$ cat src/pidc_pkg.sv
`timescale 1ns / 1ps

package pidc_pkg;

    localparam int DataW   = 16;
    localparam int GainW   = 24;
    localparam int ErrW    = DataW + 1;         // difference of two samples
    localparam int ProdW   = GainW + ErrW + 1;  // gain times difference, one spare bit
    localparam int IntW    = 32;                // integral, Q.16, limited to out*2^15
    localparam int IntSumW = ProdW + 1;         // integral plus increment before clamping
    localparam int PdW     = ProdW + 1;         // proportional minus derivative term
    localparam int AccW    = PdW + 1;           // pd plus integral
    localparam int TW      = AccW + 8;          // sum scaled by 200
    localparam int YW      = TW - 16;           // scaled sum with the fraction dropped
    localparam int LimW    = 25;                // 200 times a 17 bit limit
    localparam int ZW      = 21;                // (y / 8) plus bias, quotient input
    localparam int RecipW  = 22;
    localparam int MulW    = ZW + RecipW;

    localparam int AddrW   = 5;
    localparam int CfgDataW = 32;

    localparam int QDepth  = 16;
    localparam int QPtrW   = $clog2(QDepth);
    localparam int QCntW   = QPtrW + 1;

    // Rounding bias: 100 * 2^16, half of the divisor 200 * 2^16.
    localparam logic signed [TW-1:0] RoundBias = 52'sd6553600;
    // floor(z / 25) = (z * ceil(2^26 / 25)) >> 26, exact for z below 2^21.
    localparam logic [RecipW-1:0] RecipMul   = 22'd2684355;
    localparam int                RecipShift = 26;
    // 25 * 32768, makes the quotient input non-negative in the valid range.
    localparam logic [ZW-1:0]     ZBias      = 21'd819200;

    typedef enum logic [2:0] {
        REG_KP_GAIN       = 3'd0,
        REG_KI_GAIN       = 3'd1,
        REG_KD_GAIN       = 3'd2,
        REG_REVERSE       = 3'd3,
        REG_OUT_MIN       = 3'd4,
        REG_OUT_MAX       = 3'd5,
        REG_SAMPLE_PERIOD = 3'd6,
        REG_AUTO_MODE     = 3'd7
    } reg_idx_t;

    typedef struct packed {
        logic [GainW-1:0]        kp_gain;
        logic [GainW-1:0]        ki_gain;
        logic [GainW-1:0]        kd_gain;
        logic                    reverse_direction;
        logic signed [DataW-1:0] out_min;
        logic signed [DataW-1:0] out_max;
        logic [DataW-1:0]        sample_period;
        logic                    auto_mode;
    } cfg_t;

    typedef struct packed {
        logic signed [DataW-1:0] manual_output;
        logic signed [DataW-1:0] measurement;
        logic signed [DataW-1:0] setpoint;
    } item_t;

    // Products and control from the first stage to the integral stage.
    typedef struct packed {
        logic                    init;
        logic                    fire;
        logic signed [IntW-1:0]  init_val;
        logic signed [ProdW-1:0] p_kp;
        logic signed [ProdW-1:0] p_ki;
        logic signed [ProdW-1:0] p_kdm;
        logic signed [ProdW-1:0] p_kds;
    } front_t;

    // Terms from the integral stage to the output datapath.
    typedef struct packed {
        logic signed [IntW-1:0]  i_new;
        logic signed [PdW-1:0]   pd;
        logic signed [ProdW-1:0] p_kds;
    } mid_t;

    // Clamp to half of the drive limits in Q.16, upper bound tested first.
    function automatic logic signed [IntW-1:0] clamp_integral(
        input logic signed [IntSumW-1:0] x,
        input logic signed [DataW-1:0]   lo,
        input logic signed [DataW-1:0]   hi
    );
        logic signed [IntSumW-1:0] lim_hi;
        logic signed [IntSumW-1:0] lim_lo;
        logic signed [IntW-1:0]    res;
        lim_hi = {{(IntSumW-DataW-15){hi[DataW-1]}}, hi, 15'b0};
        lim_lo = {{(IntSumW-DataW-15){lo[DataW-1]}}, lo, 15'b0};
        if (x > lim_hi) begin
            res = {hi[DataW-1], hi, 15'b0};
        end
        else if (x < lim_lo) begin
            res = {lo[DataW-1], lo, 15'b0};
        end
        else begin
            res = x[IntW-1:0];
        end
        return res;
    endfunction

endpackage

$ cat src/pidc_regs.sv
`timescale 1ns / 1ps

module pidc_regs (
    input  logic                              clk,
    input  logic                              rst_n,
    input  logic                              psel,
    input  logic                              penable,
    input  logic                              pwrite,
    input  logic [pidc_pkg::AddrW-1:0]        paddr,
    input  logic [pidc_pkg::CfgDataW-1:0]     pwdata,
    output logic [pidc_pkg::CfgDataW-1:0]     prdata,
    output logic                              pready,
    output pidc_pkg::cfg_t                    cfg
);
    import pidc_pkg::*;

    cfg_t     cfg_reg;
    cfg_t     cfg_next;
    reg_idx_t idx;
    logic     wr_en;

    assign idx    = reg_idx_t'(paddr[AddrW-1:2]);
    assign wr_en  = psel && penable && pwrite;
    assign pready = 1'b1;
    assign cfg    = cfg_reg;

    always_comb
    begin
        cfg_next = cfg_reg;
        if (wr_en)
        begin
            case (idx)
                REG_KP_GAIN:       cfg_next.kp_gain           = pwdata[GainW-1:0];
                REG_KI_GAIN:       cfg_next.ki_gain           = pwdata[GainW-1:0];
                REG_KD_GAIN:       cfg_next.kd_gain           = pwdata[GainW-1:0];
                REG_REVERSE:       cfg_next.reverse_direction = pwdata[0];
                REG_OUT_MIN:       cfg_next.out_min           = pwdata[DataW-1:0];
                REG_OUT_MAX:       cfg_next.out_max           = pwdata[DataW-1:0];
                REG_SAMPLE_PERIOD: cfg_next.sample_period     = pwdata[DataW-1:0];
                REG_AUTO_MODE:     cfg_next.auto_mode         = pwdata[0];
                default:           cfg_next = cfg_reg;
            endcase
        end
    end

    always_comb
    begin
        case (idx)
            REG_KP_GAIN:       prdata = {{(CfgDataW-GainW){1'b0}}, cfg_reg.kp_gain};
            REG_KI_GAIN:       prdata = {{(CfgDataW-GainW){1'b0}}, cfg_reg.ki_gain};
            REG_KD_GAIN:       prdata = {{(CfgDataW-GainW){1'b0}}, cfg_reg.kd_gain};
            REG_REVERSE:       prdata = {{(CfgDataW-1){1'b0}}, cfg_reg.reverse_direction};
            REG_OUT_MIN:       prdata = {{(CfgDataW-DataW){1'b0}}, cfg_reg.out_min};
            REG_OUT_MAX:       prdata = {{(CfgDataW-DataW){1'b0}}, cfg_reg.out_max};
            REG_SAMPLE_PERIOD: prdata = {{(CfgDataW-DataW){1'b0}}, cfg_reg.sample_period};
            REG_AUTO_MODE:     prdata = {{(CfgDataW-1){1'b0}}, cfg_reg.auto_mode};
            default:           prdata = '0;
        endcase
    end

    always_ff @(posedge clk or negedge rst_n)
    begin
        if (!rst_n)
        begin
            cfg_reg.kp_gain           <= '0;
            cfg_reg.ki_gain           <= '0;
            cfg_reg.kd_gain           <= '0;
            cfg_reg.reverse_direction <= 1'b0;
            cfg_reg.out_min           <= 16'sd0;
            cfg_reg.out_max           <= 16'sd255;
            cfg_reg.sample_period     <= 16'd100;
            cfg_reg.auto_mode         <= 1'b0;
        end
        else
        begin
            cfg_reg <= cfg_next;
        end
    end

endmodule

$ cat config.mk
export PLATFORM = sky130hd
export DESIGN_NAME = pidc_regs
export DESIGN_NICKNAME = d
export VERILOG_FILES = /design/src/pidc_pkg.sv /design/src/pidc_regs.sv
export SDC_FILE = /design/constraint.sdc
export NUM_CORES = 1
export LEC_CHECK = 0
export BUFFER_PORTS_ARGS = -buffer_cell sky130_fd_sc_hd__clkbuf_2
export CAP_MARGIN = 25
export CORE_AREA = 5 5 102 142
export CTS_CLUSTER_SIZE = 30
export DETAILED_ROUTE_END_ITERATION = 7
export DIE_AREA = 0 0 107 147
export HOLD_SLACK_MARGIN = 0.03
export MAX_ROUTING_LAYER = met4
export PLACE_DENSITY = 0.81
export SLEW_MARGIN = 20
export SYNTH_ARGS = -nofsm -noshare
export SYNTH_HDL_FRONTEND = slang
export SYNTH_SLANG_ARGS = --single-unit
$ cat constraint.sdc
create_clock -name clk -period 1.4 [get_ports clk]
set_input_delay 0.07 -clock clk [delete_from_list [all_inputs] [get_ports clk]]
set_output_delay 0.07 -clock clk [all_outputs]
set_load 0.1 [all_outputs]
==> results.md, run 1 <==
- R2R setup slack: 0.34 ns
- CP cell instances: mux2i_1 > o21ai_1 > nand2_1 > a31oi_4 > buf_12
- Cell family with most CP delay: flip-flops
- Final ANT Viol Nets: 0
- Commonest cells post-synth: dfrtp_1 (111), mux2_2 (94), nor2_1 (43), a21oi_1 (26), mux2i_1 (21)
- Cell Area, Synth: 5720 um2
- Max Clk Rate: 0.574 GHz
- Largest net degree at the start of global routing: 27
- Worst r2r dst: cfg[118]$_DFFE_PN0P_
- Worst path bufs/invs: 1
- Maxcap violations: 0
- Clock Sinks: 122
- Worst slew margin: 0.605
- Fin nets: 770
- Root buf cell: clkbuf_16
- GP Congestion: 0.848
- Clk buf depth: 2
- Die Height: 147 um
- Clock-pin slew on the worst setup and hold paths: 0.05 ns
- Power density over the cells: 2020 nW/um2
- YS warnings: 0
- FP Rows: 50
- Post-route cell area: 9350 um2
- Yosys cell types: 32
- DR vias: 4,898
- Crit Path Class: flop to primary output
- Via-per-instance ratio: 5.47
- Final period utilization: 1.24
- Max-slew violations: 0
- Ys flop type: dfrtp_1
- Failing checks: negative setup slack
- Post-layout min period: 1.74 ns
- Area Overhead vs Synth: 63.5%
- Endpoints failing setup: 24
- # DRC: 0
- Pleak: 4.19 nW
- DIE WIDTH: 107 um
- Placement Setup Slack: -0.109 ns
- Grt total ovfl: 0
- Reg2reg path depth: 3
- Peak VDD IR: 1.25 mV
- HPWL after DPL: 13,300 um
- Arrival time worst endpoint: 1.67 ns
- Worst slew pin tran: 0.594 ns
- Drt wl/cell: 21.1 um
- I/O Pins: 197
- Fill cells: 833
- GRT Overall Usage: 0.254
- DP Area: 8200 um2
- Slowest CP cell: dfstp_4
- Flops & latches, synth: 122
- N_diodes: 0
- Final setup margin: -0.342 ns
- Status: finished with violations
- Util after Layout: 0.712
- TritonCTS clock tree: done
- HP Class: input port to async pin
- Worst r2r src: cfg[118]$_DFFE_PN0P_
- Synth Instances: 465
- CP endpoint: prdata[0]
- CP required: 1.33 ns
- First-pass DRT Iterations: 4
- Critical Path Max Stage Delay: 0.61 ns
- Post-synth EDFFs: 0
- Layout Skew: 0 ns
- DIE AREA: 15,700 um2
- Post-synth top area cell: dfrtp_1
- Sequential share of the synthesized area: 0.536
- Initial antenna violation count: 0
- Placeable core area: 13,100 um2
- Post-Syn Area per Cell: 12.3 um2
- Synth top area share: 0.486
- Share of cells above drive strength 1: 0.747
- Global-route wire length before repair: 30,100 um
- Max H-tree Level: 4
- Synth area leaders: dfrtp_1 (49%), mux2_2 (19%), dfstp_2 (5.1%)
- Critical path depth: 5
- Drt initial violations: 235
- CTS Buf Count: 17
- Vias in the first global route: 5,462
- Count leader, synth: dfrtp_1
- Worst setup EP type: primary output
- RSZ-0062 raised after global routing: true
- Start point of the critical path: cfg[17]$_DFFE_PN1P_
- Initial core utilization: 0.435
- Count of port buffers added during placement: 177
- Crit path max fanout: 2
- Hold Fails Final Rpt: 0
- Final wirelength: 18,900 um
- Setup crit start kind: flop
- Max FFs per register: 122
- Asr flop ratio synth: 1.00
- Clock Latency Late Sink: 0.40 ns
-- per-stage QoR --
stage | TNS [ns] | power (W) | hold WS (ns) | instances
after floorplan | -3.96 | 0.0123 | -0.226 | 472
after global placement | -0.727 | 0.0141 | 0.00470 | 810
after detailed placement | -1.54 | 0.0142 | 0.0117 | 810
after CTS | -4.68 | 0.0187 | 0.138 | 890
after global routing | -6.06 | 0.0194 | 0.162 | 896
final | -4.60 | 0.0189 | 0.130 | 896
-- final cells by class --
class                   instances  area, um2  share of cell area
inverters                       9       33.8             0.00361
flip-flops and latches        122       3340               0.357
well taps                     156        195              0.0209
multi-input cells             301       2770               0.296
clock buffers                  23        468              0.0500
repair buffers                277       2450               0.262
clock inverters                 8       95.1              0.0102
-- power breakdown --
| group | total [W] | leakage (nW) | switching [W] | internal (W) |
|---|---|---|---|---|
| Clock | 0.00420 | 0.273 | 0.00151 | 0.00269 |
| Sequential | 0.00514 | 1.39 | 0.000603 | 0.00454 |
| Combinational | 0.00951 | 2.54 | 0.00733 | 0.00218 |
| Total | 0.0189 | 4.19 | 0.00944 | 0.00941 |
-- how the worst min path moves through the flow --
stage          cells past startpoint  start  slack, ns                   to
4_1_cts                            2  rst_n       0.14  cfg[48]$_DFFE_PN0P_
3_5_place_dp                       1  rst_n       0.01  cfg[83]$_DFFE_PN0P_
6_report                           2  rst_n       0.13  cfg[83]$_DFFE_PN0P_
2_1_floorplan                      0  rst_n      -0.23   cfg[0]$_DFFE_PN0P_
3_3_place_gp                       1  rst_n      0.005  cfg[26]$_DFFE_PN0P_
5_1_grt                            2  rst_n       0.16  cfg[83]$_DFFE_PN0P_
-- what timing repair did --
action,CTS,global route
gates cloned,0,0
hold buffers,25,0
setup buffers,24,6
pin swaps,19,12
endpoints found under the setup margin,24,45
resized for setup,14,35
hold endpoints to repair,233,0
-- cells in the final DEF, fill, tap and decap left out, types with 10 or more instances in the layout --
| master | count |
|---|---|
| clkbuf_2 | 117 |
| buf_2 | 13 |
| dfstp_4 | 11 |
| dlygate4sd3_1 | 25 |
| buf_12 | 48 |
| mux2i_1 | 18 |
| mux2_1 | 20 |
| clkbuf_16 | 17 |
| nor2_1 | 34 |
| nor2b_1 | 10 |
| dfrtp_2 | 72 |
| buf_4 | 61 |
| nand2_1 | 11 |
| mux2_2 | 94 |
| dfrtp_4 | 38 |
-- routing by layer --
layer / global-route usage / part of all wire
met1: 0.278 / 0.37
met2: 0.439 / 0.54
met3: 0.0598 / 0.052
met4: 0.109 / 0.036
met5: - / 0
-- kinds of logic after synthesis --
| logic type | Yosys count | synth area share |
|---|---|---|
| flops | 122 | 0.536 |
| simple gates | 80 | 0.0676 |
| mux | 135 | 0.261 |
| other cells | 2 | 0.00131 |
| compound gates | 77 | 0.0884 |
| buf+inv | 49 | 0.0455 |
No activity file was read; power rests on OpenSTA's default activity.
==> run 2, diff against run 1 <==
Settings changed: RECOVER_POWER set to 100.
==> results.md, run 2 (synthesis results as in run 1) <==
- Die Height: 147 um (unchanged)
- Root buf cell: clkbuf_16
- Multi-input logic area: 2760 um2 (-0.54%)
- Arrival time worst endpoint: 1.67 ns (about the same)
- Worst slew pin tran: 0.727 ns (+0.132 ns)
- Util after Layout: 0.697 (-0.0148)
- Initial antenna violation count: 0 (unchanged)
- Commonest non-fill, non-tap cell in the layout: clkbuf_2
- First-pass DRT Iterations: 7 (+3)
- Placement Setup Slack: -0.109 ns (unchanged)
- Drt wl/cell: 21.1 um (+0.14%)
- Share of cells above drive strength 1: 0.730 (-0.0176)
- Count of port buffers added during placement: 177 (unchanged)
- Crit Path Class: flop to primary output
- Final wirelength: 18,900 um (+0.14%)
- Placeable core area: 13,100 um2 (unchanged)
- Most frequent cells in the layout: clkbuf_2 (129), mux2_2 (93), dfrtp_2 (72)
- Grt total ovfl: 0 (unchanged)
- Setup TNS Final: -4.55 ns (+0.0478 ns)
- Post-layout min period: 1.74 ns (+0.000543 ns)
- Global-route wire length before repair: 30,100 um (unchanged)
- Cells after DPL: 810 (unchanged)
- Crit path max fanout: 2 (unchanged)
- Initial core utilization: 0.435 (unchanged)
- CP required: 1.33 ns (about the same)
- Total power: 0.0188 W (-0.27%)
- I/O Pins: 197 (unchanged)
- Via-per-instance ratio: 5.52 (+0.90%)
- GP Congestion: 0.848 (unchanged)
- N_diodes: 0 (unchanged)
- DR vias: 4,942 (+0.90%)
- Clock Latency Late Sink: 0.40 ns (about the same)
- Clock Sinks: 122 (unchanged)
- Peak VDD IR: 1.25 mV (about the same)
- CTS Buf Count: 17 (unchanged)
- Final ANT Viol Nets: 0 (unchanged)
- TritonCTS clock tree: done
- DIE WIDTH: 107 um (unchanged)
- Sequential Area: 3340 um2 (unchanged)
- Final period utilization: 1.25 (about the same)
- Max H-tree Level: 4 (unchanged)
- # DRC: 0 (unchanged)
- Pleak: 4.14 nW (-1.4%)
- DIE AREA: 15,700 um2 (unchanged)
- Maxcap violations: 0 (unchanged)
- GRT Overall Usage: 0.254 (unchanged)
- Worst slew margin: 0.515 (-0.0906)
- Clk buf depth: 2 (unchanged)
- Max-slew violations: 0 (unchanged)
- Final setup margin: -0.343 ns (-0.000543 ns)
- Status: finished with violations
- Worst setup EP type: primary output
- Hold Fails Final Rpt: 0 (unchanged)
- Layout Skew: 0 ns (unchanged)
- Endpoints failing setup: 24 (unchanged)
- Area Overhead vs Synth: 60.1%
- RSZ-0062 raised after global routing: true
- Max Clk Rate: 0.574 GHz (about the same)
- Drt initial violations: 212 (-9.8%)
- Clock-pin slew on the worst setup and hold paths: 0.05 ns (about the same)
- Fill cells: 870 (+4.4%)
- HPWL after DPL: 13,300 um (unchanged)
- Finished Layout Cells: 896 (unchanged)
- Power density over the cells: 2050 nW/um2 (+1.8%)
- Setup crit start kind: flop
- HP Class: input port to async pin
- Fin nets: 770 (unchanged)
- FP Rows: 50 (unchanged)
- Largest net degree at the start of global routing: 27 (unchanged)
- Failing checks: negative setup slack
- Vias in the first global route: 5,462 (unchanged)
- Max FFs per register: 122 (unchanged)
- R2R setup slack: 0.32 ns (-0.02 ns)
==> run 2: final cells by class <==
type	count	area share
Clock buffer	23	0.0511
Clock inverter	8	0.0104
Inverter	9	0.00369
Multi-Input combinational cell	301	0.301
Sequential cell	122	0.365
Tap cell	156	0.0213
Timing Repair Buffer	277	0.248
==> run 2: layer usage <==
| layer | GRT usage | vias to the layer above | share of wire | wire length, um |
|---|---|---|---|---|
| met3 | 0.0598 | 43 | 0.053 | 999 |
| met5 | - | - | 0 | 0 |
| met4 | 0.109 | 0 | 0.033 | 616 |
| li1 | - | 2157 | - | - |
| met1 | 0.278 | 2524 | 0.38 | 7160 |
| met2 | 0.439 | 218 | 0.54 | 10200 |
==> run 2: timing repair <==
item	CTS	global route
pin swaps	19	12
gates resized for setup	14	35
buffers inserted	24	6
endpoints found under the setup margin	24	45
hold buffers	25	0
hold endpoints to repair	233	0
==> run 2: path summary, 6_finish.rpt <==
kind	from	cells after the start	end
setup / recovery	cfg[17]$_DFFE_PN1P_	5	prdata[0]
hold / removal	rst_n	2	cfg[83]$_DFFE_PN0P_
setup reg to reg	cfg[118]$_DFFE_PN0P_	3	cfg[118]$_DFFE_PN0P_
hold reg to reg	cfg[100]$_DFFE_PN0P_	1	cfg[100]$_DFFE_PN0P_
max in group asynchronous	rst_n	3	cfg[27]$_DFFE_PN0P_
min in group clk	paddr[4]	4	cfg[0]$_DFFE_PN0P_
==> run 2: worst max-delay path: stages (launching register included) <==
cell	delay [ns]
dfstp_4	0.61
mux2i_1	0.06
o21ai_1	0.13
nand2_1	0.11
a31oi_4	0.17
buf_12	0.20
==> run 2: metrics by stage <==
step / area (um2) / hold slack [ns]
finish: 9160 / 0.198
global route: 9160 / 0.240
CTS: 9240 / 0.138
detailed placement: 8200 / 0.0117
global placement: 8200 / 0.00470
floorplan: 6300 / -0.226
==> run 2: power by group <==
part	internal (W)	switching, W
clock network	0.00269	0.00151
logic	0.00214	0.00732
registers	0.00454	0.000599
==> run 3, diff against run 2 <==
Settings changed: CORE_AREA 5 5 102 142 to 5 5 158 160, DIE_AREA 0 0 107 147 to 0 0 163 165, PLACE_DENSITY 0.81 to 0.54, TNS_END_PERCENT set to 100.
==> results.md, run 3 (synthesis results as in run 1) <==
- Peak VDD IR: 0.849 mV (-32%)
- Worst hold endpoint: cfg[0]$_DFFE_PN0P_
- Slowest CP cell: dfstp_4
- CP cell instances: mux2i_1 > o21ai_1 > nand2_1 > a31oi_4 > buf_12
- Placeable core area: 23,300 um2 (+77%)
- I/O Pins: 197 (unchanged)
- Critical Path Max Stage Delay: 0.61 ns (about the same)
- Worst setup EP type: primary output
- Largest net degree at the start of global routing: 35 (+30%)
- Area Overhead vs Synth: 64.3%
- Max Clk Rate: 0.572 GHz (-0.34%)
- Hold Fails Final Rpt: 0 (unchanged)
- Clock Sinks: 122 (unchanged)
- Final wirelength: 19,600 um (+3.7%)
- Failing checks: negative setup slack
- Pleak: 4.11 nW (-0.54%)
- Max-slew violations: 0 (unchanged)
- Grt total ovfl: 0 (unchanged)
- DR vias: 4,644 (-6.0%)
- Worst r2r dst: cfg[17]$_DFFE_PN1P_
- Share of cells above drive strength 1: 0.730 (about the same)
- Root buf cell: clkbuf_16
- Drt initial violations: 228 (+7.5%)
- Worst slew margin: 0.461 (-0.0539)
- R2R setup slack: 0.38 ns (+0.06 ns)
- GRT Overall Usage: 0.151 (-0.103)
- CTS Buf Count: 17 (unchanged)
- Worst slew pin tran: 0.809 ns (+0.0821 ns)
- Initial core utilization: 0.246 (-0.190)
- Worst hold path depth: 4
- GP Congestion: 0.766 (-9.6%)
- Final setup margin: -0.349 ns (-0.00602 ns)
- Layout Skew: 0 ns (unchanged)
- Via-per-instance ratio: 4.38 (-21%)
- Count of port buffers added during placement: 177 (unchanged)
- Min-delay src: paddr[4]
- FP Rows: 56 (+12%)
- Clock Latency Late Sink: 0.41 ns (about the same)
- Final ANT Viol Nets: 0 (unchanged)
- # DRC: 0 (unchanged)
- HP Class: input port to flop
- DIE AREA: 26,900 um2 (+71%)
- Drt wl/cell: 18.5 um (-12%)
- Total power: 0.0190 W (+0.99%)
- TritonCTS clock tree: done
- Maxcap violations: 0 (unchanged)
- Initial antenna violation count: 0 (unchanged)
- Crit Path Class: flop to primary output
- Cell family with most CP delay: flip-flops
- Worst path bufs/invs: 1 (unchanged)
- RSZ-0062 raised after global routing: true
- Post-layout min period: 1.75 ns (+0.00602 ns)
- Reg2reg path depth: 3 (unchanged)
- Fin nets: 772 (+0.26%)
- Fill cells: 2,291 (+160%)
- Arrival time worst endpoint: 1.68 ns (about the same)
- N_diodes: 0 (unchanged)
- First-pass DRT Iterations: 4 (-3)
- Vias in the first global route: 4,896 (-10%)
- Clk buf depth: 2 (unchanged)
- DIE WIDTH: 163 um (+52%)
- Power density over the cells: 2020 nW/um2 (-1.6%)
- Crit path max fanout: 2 (unchanged)
- Worst r2r src: cfg[17]$_DFFE_PN1P_
- HPWL after DPL: 14,700 um (+10%)
- Setup crit start kind: flop
- Max FFs per register: 122 (unchanged)
- Global-route wire length before repair: 29,900 um (-0.51%)
- Status: finished with violations
- Start point of the critical path: cfg[17]$_DFFE_PN1P_
- Final period utilization: 1.25 (+0.00430)
- Util after Layout: 0.404 (-0.293)
- Clock-pin slew on the worst setup and hold paths: 0.05 ns (about the same)
- Die Height: 165 um (+12%)
- CP required: 1.33 ns (about the same)
- Commonest non-fill, non-tap cell in the layout: clkbuf_2
- Most frequent cells in the layout: clkbuf_2 (121), mux2_2 (94), dfrtp_2 (72)
- Max H-tree Level: 4 (unchanged)
- Endpoints failing setup: 33 (+38%)
[run 3: changes by cell type in the layout (fill, tap and decap cells not counted), sizes merged]
cell and change:
bufinv +1, dlymetal6s2s -1, clkinv -1, buf +6
clkbuf -4
[run 3: power by group]
group	total, W	switching, W	internal [W]	leakage, nW
sequential	0.00512	0.000585	0.00454	1.39
combinational	0.00942	0.00727	0.00215	2.44
clock	0.00444	0.00153	0.00291	0.288
[run 3: metrics by stage]
stage	hold slack (ns)	cell area [um2]	setup TNS [ns]	setup WS, ns	instances
floorplan	-0.226	6300	-3.96	-0.404	472
global placement	0.0625	8380	-20.08	-0.438	980
detailed placement	0.0622	8390	-19.45	-0.267	981
CTS	0.162	9390	-5.22	-0.387	1049
global route	0.232	9400	-8.07	-0.449	1060
finish	0.195	9400	-4.63	-0.349	1060
[run 3: final cells by class]
type | count | area [um2] | area share
inverters | 9 | 33.8 | 0.00360
clock buffers | 22 | 474 | 0.0505
multi-input cells | 301 | 2750 | 0.293
clock inverters | 8 | 120 | 0.0128
repair buffers | 279 | 2280 | 0.243
well taps | 319 | 399 | 0.0425
flip-flops and latches | 122 | 3340 | 0.356
[run 3: routing by layer]
| metal | vias up | wire length [um] | GRT usage | share of wire |
|---|---|---|---|---|
| li1 | 2153 | - | - | - |
| met4 | 0 | 123 | 0.0274 | 0.0063 |
| met2 | 115 | 9560 | 0.247 | 0.49 |
| met3 | 7 | 1100 | 0.0429 | 0.056 |
| met1 | 2369 | 8860 | 0.190 | 0.45 |
| met5 | - | 0 | - | 0 |
[run 3: how the worst max path moves through the flow]
stage	to	cells after the start
5_1_grt	prdata[0]	5
3_5_place_dp	cfg[109]$_DFFE_PN0P_	6
3_3_place_gp	prdata[2]	6
4_1_cts	prdata[0]	5
6_report	prdata[0]	5
2_1_floorplan	prdata[0]	4
[run 3: worst reg2reg max path: stages (launching register included)]
cell     delay (ns)
dfstp_4        0.46
buf_4          0.13
buf_6          0.11
mux2_2         0.25
[run 3: repair_timing]
| action | in CTS | in global routing |
|---|---|---|
| endpoints found under the setup margin | 27 | 52 |
| hold buffers | 25 | 0 |
| pin swaps | 17 | 14 |
| gates resized for setup | 17 | 54 |
| hold endpoints to repair | 233 | 0 |
| buffers inserted | 14 | 13 |
